## config.mk

```make
export PLATFORM = sky130hd
export DESIGN_NAME = hrse_push_unit
export DESIGN_NICKNAME = d
export VERILOG_FILES = /design/src/rtl/hrse_pkg.sv /design/src/rtl/hrse_push_unit.sv
export SDC_FILE = /design/constraint.sdc
export NUM_CORES = 1
export LEC_CHECK = 0
export BUFFER_PORTS_ARGS = -buffer_cell sky130_fd_sc_hd__buf_4
export CORE_MARGIN = 2
export CORE_UTILIZATION = 30
export DETAILED_ROUTE_END_ITERATION = 8
export PLACE_DENSITY = 0.56
export SLEW_MARGIN = 20
export SYNTH_ARGS = -nofsm -noshare
export SYNTH_HDL_FRONTEND = slang
export SYNTH_SLANG_ARGS = --single-unit
```

## constraint.sdc

```tcl
create_clock -name vclk -period 5.63
set_input_delay 1.126 -clock vclk [all_inputs]
set_output_delay 1.126 -clock vclk [all_outputs]
set_load 0.05 [all_outputs]
```

## src/rtl/hrse_pkg.sv

```systemverilog
// ----------------------------------------------------------------------------
// hrse_pkg
// Constants, command and state codes, and shared types of the encoder.
// ----------------------------------------------------------------------------
package hrse_pkg;

   localparam int SYMBOL_BITS    = 16;
   localparam int MAX_CODE_LEN   = 58;
   localparam int WORD_BITS      = 64;
   localparam int LEN_BITS       = 6;
   localparam int CODE_BITS      = WORD_BITS - LEN_BITS;
   localparam int INDEX_BITS     = SYMBOL_BITS + 1;
   localparam int TABLE_DEPTH    = (2 ** SYMBOL_BITS) + 1;
   localparam int RUN_BITS       = 8;
   localparam int REP_BITS       = 6;
   localparam int LANES          = 8;

   localparam logic [INDEX_BITS-1:0] TABLE_LAST     = INDEX_BITS'(2 ** SYMBOL_BITS);
   localparam logic [RUN_BITS-1:0]   RUN_ESCAPE_MIN = 8'd32;
   localparam logic [RUN_BITS-1:0]   RUN_MAX        = 8'd255;

   typedef enum logic [1:0] {
      CMD_LOAD   = 2'd0,
      CMD_ENCODE = 2'd1,
      CMD_FLUSH  = 2'd2,
      CMD_NONE   = 2'd3
   } cmd_type;

   typedef enum logic [3:0] {
      ST_IDLE,
      ST_DISPATCH,
      ST_RD_SYM,
      ST_LD_SYM,
      ST_PUSH_SYM,
      ST_RD_RUN,
      ST_LD_RUN,
      ST_PUSH_RUN,
      ST_PUSH_CNT,
      ST_END,
      ST_PAD,
      ST_FINAL
   } state_type;

   // Code bits left aligned, MSB first, with the number of valid bits.
   typedef struct packed {
      logic [CODE_BITS-1:0] bits;
      logic [LEN_BITS-1:0]  len;
   } code_src_type;

   typedef struct packed {
      code_src_type src;
      logic [6:0]   res;
      logic [2:0]   res_cnt;
   } push_in_type;

   typedef struct packed {
      code_src_type src;
      logic [6:0]   res;
      logic [2:0]   res_cnt;
      logic [3:0]   take;
      logic         byte_valid;
      logic [7:0]   byte_data;
   } push_out_type;

   // Clamps the length and moves the low len code bits to the top.
   function automatic code_src_type align_code(logic [WORD_BITS-1:0] word);
      code_src_type r;
      logic [LEN_BITS-1:0] len;
      len = word[LEN_BITS-1:0];
      if (len > LEN_BITS'(MAX_CODE_LEN)) begin
         len = LEN_BITS'(MAX_CODE_LEN);
      end
      r.len  = len;
      r.bits = word[WORD_BITS-1:LEN_BITS] << (LEN_BITS'(CODE_BITS) - len);
      return r;
   endfunction

endpackage

```

## src/rtl/hrse_push_unit.sv

```systemverilog
// ----------------------------------------------------------------------------
// hrse_push_unit
// Shared bit packer: moves up to one byte's worth of code bits per cycle
// from the code source into the residual byte.
// ----------------------------------------------------------------------------
module hrse_push_unit (
   input  hrse_pkg::push_in_type  pin,
   output hrse_pkg::push_out_type pout
);
   import hrse_pkg::*;

   logic [3:0] room;
   logic [3:0] take;
   logic [7:0] top_bits;
   logic [7:0] acc;
   logic [3:0] sum;

   always_comb begin
      room     = 4'd8 - {1'b0, pin.res_cnt};
      take     = ({2'b0, room} > pin.src.len) ? pin.src.len[3:0] : room;
      top_bits = pin.src.bits[CODE_BITS-1 -: 8] >> (4'd8 - take);
      acc      = ({1'b0, pin.res} << take) | top_bits;
      sum      = {1'b0, pin.res_cnt} + take;

      pout.take       = take;
      pout.byte_valid = (sum == 4'd8);
      pout.byte_data  = acc;
      pout.res        = pout.byte_valid ? 7'd0 : acc[6:0];
      pout.res_cnt    = sum[2:0];
      pout.src.bits   = pin.src.bits << take;
      pout.src.len    = pin.src.len - {2'b0, take};
   end

endmodule

```

After elaboration in Yosys (flattened, before gate mapping) --
Index checks and enable logic that the tools add are counted.
Word-level totals: bits in registers 0, input bits 74, word-level logic and storage cells 12, output and inout port bits 87
Cells by class: $add $sub $neg 4, shifts and indexed selects 3, muxes and demuxes 2, bitwise logic cells 1, eq/ne operators 1, order comparisons 1
Operator list (count):
- $shl A58 B4 Y58 | 1
- $or A8 B8 Y8 | 1
- $shl A7 B4 Y8 | 1
- $shr A8 B4 Y8 | 1
- $mux W7 | 1
- $gt A4 B6 Y1 | 1
- $sub A6 B4 Y6 | 1
- $add A3 B4 Y4 | 1
- $eq A4 B4 Y1 const B | 1
- $mux W4 | 1
- $sub A4 B3 Y4 const A | 1
- $sub A4 B4 Y4 const A | 1

Logic depth before layout (Yosys ltp) --
Gate-level depths: netlist of the first run.
word-level depth 7, gate-level depth with buffers 20, depth with buffers taken out 16

Worst setup path after synthesis of the first run --
No wires, ideal clock.
path type input port to output port, start point input pin[11] (netlist name), end point output pout[16] (netlist name), arrival time 6.185 ns, slack -1.681 ns, required time 4.504 ns, cell stages on the path 15, path buffers 5, cells stage by stage clkbuf_1 -> inv_1 -> ha_1 -> and2_1 -> clkbuf_1 -> a2111o_1 -> nor2_1 -> or3_1 -> buf_4 -> buf_1 -> ha_1 -> xnor2_1 -> or3_1 -> buf_1 -> a2bb2oi_1
RTL lines:
- from (decl) | line hrse_push_unit.sv:7 | input hrse_pkg::push_in_type pin,
- to (decl) | line hrse_push_unit.sv:8 | output hrse_pkg::push_out_type pout

==> results.sh, run 1 <==
export IMPL_status="finished clean"
export IMPL_diodes=0
export IMPL_drtIter0Drc=233
export IMPL_p_seq_share_pct=0
export IMPL_nets=753
export IMPL_layout_common_cells="buf_4, mux2_2, mux2i_1"
export IMPL_worstSetupPathDepth=17
export IMPL_p_switching_w=0.00114
export IMPL_p_int_w=0.000742
export IMPL_n_sequential_cell=0
export IMPL_switching_share_pct=60.5
export IMPL_rows=41
export IMPL_n_fill_cell=1213
export IMPL_vdd_drop_max_v=0.000256
export IMPL_clkPwrFrac_pct=0
export IMPL_yosysSeqAreaShare_pct=0
export IMPL_syn_area_per_cell_um2=8.15
export IMPL_dpl_cell_area_um2=5790
export IMPL_dpl_hpwl_um=12600
export IMPL_powerDensity_nw_per_um2=294
export IMPL_cap_violations=0
export IMPL_path_buf_inv=6
export IMPL_synth_fa_ha_area_share_pct=4.10
export IMPL_grt_max_degree=40
export IMPL_hold_viol=0
export IMPL_coreArea_um2=12700
export IMPL_viasPerCell=5.52
export IMPL_muxShareOfSynthArea_pct=53.7
export IMPL_portBuffers=161
export IMPL_drcViolationCount=0
export IMPL_num_io_pins=161
export IMPL_synth_xor_area_share_pct=1.79
export IMPL_cp_slowest_cell="mux2_2"
export IMPL_holdBufCountCts=0
export IMPL_timing_fmax_ghz=0.181
export IMPL_synth_top_area_share_pct=30.0
export IMPL_avgRoutedWirePerCell_um=18.7
export IMPL_worstPathMaxFanout=12
export IMPL_grt_use_total_pct=20.3
export IMPL_syn_inst=479
export IMPL_critPathKind="in2out"
export IMPL_drive_gt1_share_pct=60.3
export IMPL_antenna_found_initial=0
export IMPL_place_congestion=0.981
export IMPL_die_height_um=118
export IMPL_area_growth_pct=64.0
export IMPL_dr_pass1_iters=4
export IMPL_stdcell_area_um2=6400
export IMPL_yosys_warnings=0
export IMPL_critPathCapture="pout[59]"
export IMPL_dieArea_um2=13900
export IMPL_synth_simple_area_share_pct=12.5
export IMPL_multi_input_area_um2=4210
export IMPL_synth_area_leader_cell="mux2i_1"
export IMPL_synthesis_nets=565
export IMPL_routed_wirelength_um=15700
export IMPL_start_kind="primary input"
export IMPL_gr_total_overflow=0
export IMPL_drv_slew=0
export IMPL_path_cells="buf_4 -> inv_2 -> ha_4 -> xnor2_4 -> ha_4 -> and4bb_4 -> buf_6 -> o21ai_4 -> a32o_2 -> nor2_4 -> buf_12 -> buf_12 -> mux2i_4 -> mux2i_1 -> mux2_2 -> mux2_2 -> buf_4"
export IMPL_synth_compound_area_share_pct=20.7
export IMPL_ant_nets=0
export IMPL_cp_startpoint="pin[1]"
export IMPL_cp_top_family="multiplexers"
export IMPL_initial_core_util_pct=30.8
export IMPL_finalPower_w=0.00188
export IMPL_min_period_ns=5.53
export IMPL_final_common_cell="buf_4"
export IMPL_yosysUniqueCellTypes=64
export IMPL_post_route_period_util_pct=98.2
export IMPL_seqCellArea_um2=0
export IMPL_power_frac_comb_pct=100.0
export IMPL_critPathCaptureType="primary output"
export IMPL_cp_slowest_stage_delay_ns=0.33
export IMPL_dp_cells=831
export IMPL_layout_cells_non_filler=837
export IMPL_final_util_pct=50.5
export IMPL_crit_required_ns=4.50
export IMPL_grt_pass1_wl_um=24100
export IMPL_setup_violations=0
export IMPL_p_leak_nw=2.86
export IMPL_synth_area_um2=3900
export IMPL_via_count=4618
export IMPL_cp_arrival_ns=4.40
export IMPL_slew_headroom_pct=68.1
export IMPL_die_x_um=118
export IMPL_worst_pin_slew_ns=0.478
export IMPL_synth_top_family_by_area="multiplexers"
export IMPL_grt_pass1_vias=4685
export IMPL_hp_class="in2out"
export IMPL_nClkBuffers=0
export IMPL_yosys_top_cells_area="mux2i_1, mux2_2, ha_1"
## worst min-delay path by stage
stage	start	to	cells past startpoint
after floorplan	pin[14]	pout[27]	1
after global placement	pin[15]	pout[28]	3
after detailed placement	pin[15]	pout[28]	3
after CTS	pin[15]	pout[28]	3
after global routing	pin[14]	pout[27]	3
final	pin[14]	pout[27]	3
## metal layers
layer	up-vias	track usage [%]	routed length, um
li1	2217	-	-
met1	2161	27.7	7000
met2	226	34.7	7340
met5	-	0	0
met4	0	2.03	176
met3	14	3.15	1170
## synthesized netlist by cell type, types with 7 or more instances
cell	instances
mux2i_1	117
mux2_2	82
nand2_1	24
nor2_1	20
o21ai_0	18
clkbuf_1	17
nand3_1	17
a21oi_1	16
o211ai_1	15
ha_1	12
buf_2	11
inv_1	11
o21a_1	10
nor3_1	8
buf_6	7
## power by group through the flow
stage                     Sequential, W  Clock (W)  Combinational [W]
after detailed placement              0          0            0.00174
final                                 0          0            0.00188
after global placement                0          0            0.00173
after floorplan                       0          0            0.00125
after global routing                  0          0            0.00197
after CTS                             0          0            0.00175
## through the flow
stage	setup slack, ns	TNS (ns)	hold WS, ns
after global placement	0.0324	0	2.63
after CTS	0.000851	0	2.64
after global routing	-0.0186	-0.0516	2.65
after floorplan	0.0134	0	2.43
final	0.0997	0	2.63
after detailed placement	0.0130	0	2.64
## tightest hold or removal path, delay by kind of cell
family                    cells  cell delay, ns
xor gates and xnor gates      1            0.08
buffers and inverters         2            0.29
## cell type report
| type | count | area share [%] |
|---|---|---|
| inverters | 14 | 1.02 |
| well taps | 172 | 3.36 |
| repair buffers | 226 | 29.9 |
| multi-input cells | 425 | 65.8 |
## kinds of logic (layout without fill, tap and decap cells)
logic type | Yosys count | in the layout
XOR/XNOR | 8 | 8
adder cells (fa/ha/maj) | 13 | 13
AND/OR/NAND/NOR | 97 | 97
multiplexers | 199 | 199
AO/OA/AOI/OAI | 108 | 108
buffers and inverters | 54 | 240
## timing repair
item / CTS / global route
hold endpoints to repair: 0 / 0
resized for setup: 0 / 112
setup buffers: 0 / 4
setup endpoints to repair: 0 / 64
No activity file was read; power rests on OpenSTA's default activity.
==> run 2, diff against run 1 <==
- BUFFER_PORTS_ARGS: -buffer_cell sky130_fd_sc_hd__buf_4 -> unset
- DONT_BUFFER_PORTS: unset -> 1
- PLACE_DENSITY: 0.56 -> 0.45
- SKIP_LAST_GASP: unset -> 1
- SLEW_MARGIN: 20 -> unset
==> run 2 against run 1 <==
Effect of this change: non-clock buffer count shrank 150; count of clock-buffer cells in the layout is the same; power fell by 14%; via count decreased by 13%.
==> results.sh, run 2 (synthesis gave the netlist of run 1 again) <==
export IMPL_num_io_pins=161
export IMPL_critPathCaptureType="primary output"
export IMPL_drcViolationCount=0
export IMPL_fin_ws_ns=0.133
export IMPL_stdcell_area_um2=4930
export IMPL_grt_max_degree=60
export IMPL_dp_cells=687
export IMPL_dpl_cell_area_um2=4880
export IMPL_cp_slowest_stage_delay_ns=0.47
export IMPL_initial_core_util_pct=30.8
export IMPL_die_x_um=118
export IMPL_path_cells="inv_2 -> ha_2 -> xnor2_2 -> ha_1 -> and4bb_4 -> a2111o_1 -> nor2_1 -> or3_2 -> ha_1 -> xnor2_4 -> or3_1 -> buf_4 -> a2bb2oi_4 -> buf_12"
export IMPL_final_common_cell="mux2i_1"
export IMPL_setup_violations=0
export IMPL_routed_wirelength_um=14400
export IMPL_portBuffers=0
export IMPL_layout_common_cells="mux2i_1, mux2_2, buf_4"
export IMPL_drtIter0Drc=209
export IMPL_p_leak_nw=2.19
export IMPL_place_congestion=0.938
export IMPL_seqCellArea_um2=0
export IMPL_avgRoutedWirePerCell_um=21.0
export IMPL_path_common_cell="ha_1"
export IMPL_finalPower_w=0.00162
export IMPL_layout_cells_non_filler=687
export IMPL_dpl_hpwl_um=11900
export IMPL_rsz0062_at_grt="yes"
export IMPL_area_growth_pct=26.3
export IMPL_cp_slowest_cell="or3_2"
export IMPL_dieArea_um2=13900
export IMPL_die_height_um=118
export IMPL_diodes=0
export IMPL_cts_setup_buffers=0
export IMPL_viasPerCell=5.83
export IMPL_dr_pass1_iters=4
export IMPL_worstPathMaxFanout=8
export IMPL_powerDensity_nw_per_um2=328
export IMPL_slew_headroom_pct=67.2
export IMPL_vdd_drop_max_v=0.000165
export IMPL_critPathKind="in2out"
export IMPL_grt_pass1_vias=4082
export IMPL_grt_pass1_wl_um=22600
export IMPL_nClkBuffers=0
export IMPL_cap_violations=0
export IMPL_post_route_period_util_pct=97.6
export IMPL_hold_viol=0
export IMPL_min_period_ns=5.50
export IMPL_gr_total_overflow=0
export IMPL_n_sequential_cell=0
export IMPL_status="finished clean"
export IMPL_grt_use_total_pct=19.3
export IMPL_hp_class="in2out"
export IMPL_coreArea_um2=12700
export IMPL_nets=603
export IMPL_start_kind="primary input"
export IMPL_cp_top_family="simple AND/OR/NAND/NOR gates"
export IMPL_via_count=4005
export IMPL_antenna_found_initial=0
export IMPL_drive_gt1_share_pct=39.2
export IMPL_worstSetupPathDepth=14
export IMPL_path_buf_inv=3
export IMPL_cp_arrival_ns=4.37
export IMPL_ant_nets=0
export IMPL_timing_fmax_ghz=0.182
export IMPL_crit_required_ns=4.50
export IMPL_rows=41
export IMPL_worstHoldPathCells=2
export IMPL_place_ws_ns=0.0551
export IMPL_drv_slew=0
export IMPL_worst_pin_slew_ns=0.495
==> run 2: changes by cell type in the layout (fill, tap and decap cells not counted), moves of 3 or more <==
| cell | delta |
|---|---|
| buf_12 | +12 |
| buf_4 | -146 |
| buf_8 | -3 |
| mux2i_1 | +40 |
| mux2i_4 | -16 |
| mux2i_2 | -24 |
| ha_4 | -3 |
| buf_6 | -11 |
==> run 2: metal layers <==
layer	share of wire, %	GRT usage (%)
met2	48	33.6
met1	43	25.1
met3	7.1	3.83
met4	1.2	2.56
met5	0	0
==> run 2: area by class of cell <==
class / instances / area [um^2]
Multi-Input combinational cell: 425 / 3820
Fill cell: 1331 / 7740
Inverter: 14 / 57.6
Timing Repair Buffer: 76 / 837
Tap cell: 172 / 215
==> run 2: timing repair <==
action / in CTS / in global routing
gates resized for setup: 0 / 9
endpoints found under the hold margin: 0 / 0
endpoints found under the setup margin: 0 / 29
hold buffers: 0 / 0
==> run 2: metrics by stage <==
step	util (%)	hold slack (ns)	TNS, ns
2_1_floorplan	-	2.43	0
3_3_place_gp	38.6	2.46	0
3_5_place_dp	38.6	2.46	0
4_1_cts	38.6	2.46	0
5_1_grt	38.9	2.47	-0.0301
6_report	38.9	2.46	0
==> run 2: path summary, 6_finish.rpt <==
path	startpoint	end	slack (ns)
setup / recovery	pin[0]	pout[16]	0.13
hold / removal	pin[14]	pout[27]	2.46
==> run 2: where the power goes <==
| group | switching [W] | internal, W |
|---|---|---|
| Clock | 0 | 0 |
| Sequential | 0 | 0 |
| Combinational | 0.00106 | 0.000560 |
==> run 3, diff against run 2 <==
- PLACE_DENSITY: 0.45 -> unset
==> run 3 against run 2 <==
Effect of this change: critical path depth increased by 3; maximum frequency increased by 0.57%; final area increased by 1.1%; sequential share of layout area unchanged; routed wire length increased by 0.80%; critical path type unchanged.
==> results.sh, run 3 (synthesis gave the netlist of run 1 again) <==
export IMPL_worst_pin_slew_ns=0.576
export IMPL_switching_share_pct=64.9
export IMPL_diodes=0
export IMPL_setup_violations=0
export IMPL_final_util_pct=39.3
export IMPL_area_growth_pct=27.7
export IMPL_drcViolationCount=0
export IMPL_rsz0062_at_grt="yes"
export IMPL_p_leak_nw=2.23
export IMPL_die_height_um=118
export IMPL_final_common_cell="mux2i_1"
export IMPL_hold_viol=0
export IMPL_fin_ws_ns=0.165
export IMPL_grt_pass1_vias=3991
export IMPL_nClkBuffers=0
export IMPL_dr_pass1_iters=4
export IMPL_viasPerCell=5.79
export IMPL_avgRoutedWirePerCell_um=20.9
export IMPL_routed_wirelength_um=14500
export IMPL_post_route_period_util_pct=97.1
export IMPL_vdd_drop_max_v=0.000204
export IMPL_p_seq_share_pct=0
export IMPL_gr_total_overflow=0
export IMPL_seqCellArea_um2=0
export IMPL_hp_class="in2out"
export IMPL_dpl_hpwl_um=12200
export IMPL_hold_ws_ns=2.46
export IMPL_drive_gt1_share_pct=39.1
export IMPL_clkPwrFrac_pct=0
export IMPL_antenna_found_initial=0
export IMPL_crit_required_ns=4.50
export IMPL_dpl_cell_area_um2=4960
export IMPL_holdBufCountCts=0
export IMPL_min_period_ns=5.47
export IMPL_drtIter0Drc=208
export IMPL_initial_core_util_pct=30.8
export IMPL_p_int_w=0.000571
export IMPL_num_io_pins=161
export IMPL_via_count=4021
export IMPL_ant_nets=0
export IMPL_powerDensity_nw_per_um2=326
export IMPL_cap_violations=0
export IMPL_dieArea_um2=13900
export IMPL_rows=41
export IMPL_drv_slew=0
export IMPL_status="finished clean"
export IMPL_cp_arrival_ns=4.34
export IMPL_critPathCaptureType="primary output"
export IMPL_grt_max_degree=60
export IMPL_critPathKind="in2out"
export IMPL_tns_ns=0
export IMPL_coreArea_um2=12700
export IMPL_place_congestion=0.895
export IMPL_grt_pass1_wl_um=22400
export IMPL_cts_setup_buffers=0
export IMPL_power_frac_comb_pct=100.0
export IMPL_start_kind="primary input"
export IMPL_p_switching_w=0.00105
export IMPL_nets=610
export IMPL_stdcell_area_um2=4980
export IMPL_timing_fmax_ghz=0.183
export IMPL_portBuffers=0
export IMPL_grt_use_total_pct=19.4
export IMPL_die_x_um=118
export IMPL_post_cts_resized=0
export IMPL_layout_common_cells="mux2i_1, mux2_2, buf_4"
export IMPL_n_sequential_cell=0
export IMPL_worstPathMaxFanout=8
export IMPL_slew_headroom_pct=61.6
export IMPL_place_ws_ns=0.0611
## run 3: cell types whose count changed in the layout (fill, tap and decap cells not counted), moves of 2 or more
cell     before  now
buf_12       21   23
a21oi_2       3    0
a21oi_1      13   16
buf_4        54   59
## run 3: worst max-delay path, stage by stage
cell       delay, ns
inv_2           0.03
ha_2            0.19
xnor2_2         0.20
ha_1            0.29
and4bb_4        0.24
a2111o_1        0.47
o32ai_2         0.19
nor2_4          0.09
inv_2           0.12
ha_4            0.14
ha_2            0.16
nor2_2          0.06
xnor2_4         0.13
or3_1           0.34
buf_4           0.19
a2bb2oi_4       0.18
buf_12          0.16
## run 3: layer usage
layer	vias up	track usage, %	share of wire, %
met5	-	0	0
met4	0	1.51	0.94
met3	9	3.25	7.7
met2	189	34.8	48
met1	1895	25.1	43
li1	1928	-	-
## run 3: layout make-up
cell class,instances,area (um^2)
timing repair buffer,83,915
inverter,14,57.6
multi-input combinational,425,3800
tap,172,215
fill,1304,7690
## run 3: stage by stage
| stage | power, W | instances |
|---|---|---|
| detailed placement | 0.00162 | 694 |
| finish | 0.00163 | 694 |
| global route | 0.00170 | 694 |
| global placement | 0.00161 | 694 |
| floorplan | 0.00125 | 479 |
| CTS | 0.00163 | 694 |
## run 3: worst paths after layout
kind                     from        to  cells past startpoint
worst min-delay path  pin[14]  pout[27]                      2
worst max-delay path   pin[0]  pout[16]                     17
## run 3: power by group through the flow
stage	Clock, W	Combinational, W	Sequential (W)
after floorplan	0	0.00125	0
after global placement	0	0.00161	0
after detailed placement	0	0.00162	0
after CTS	0	0.00163	0
after global routing	0	0.00170	0
final	0	0.00163	0
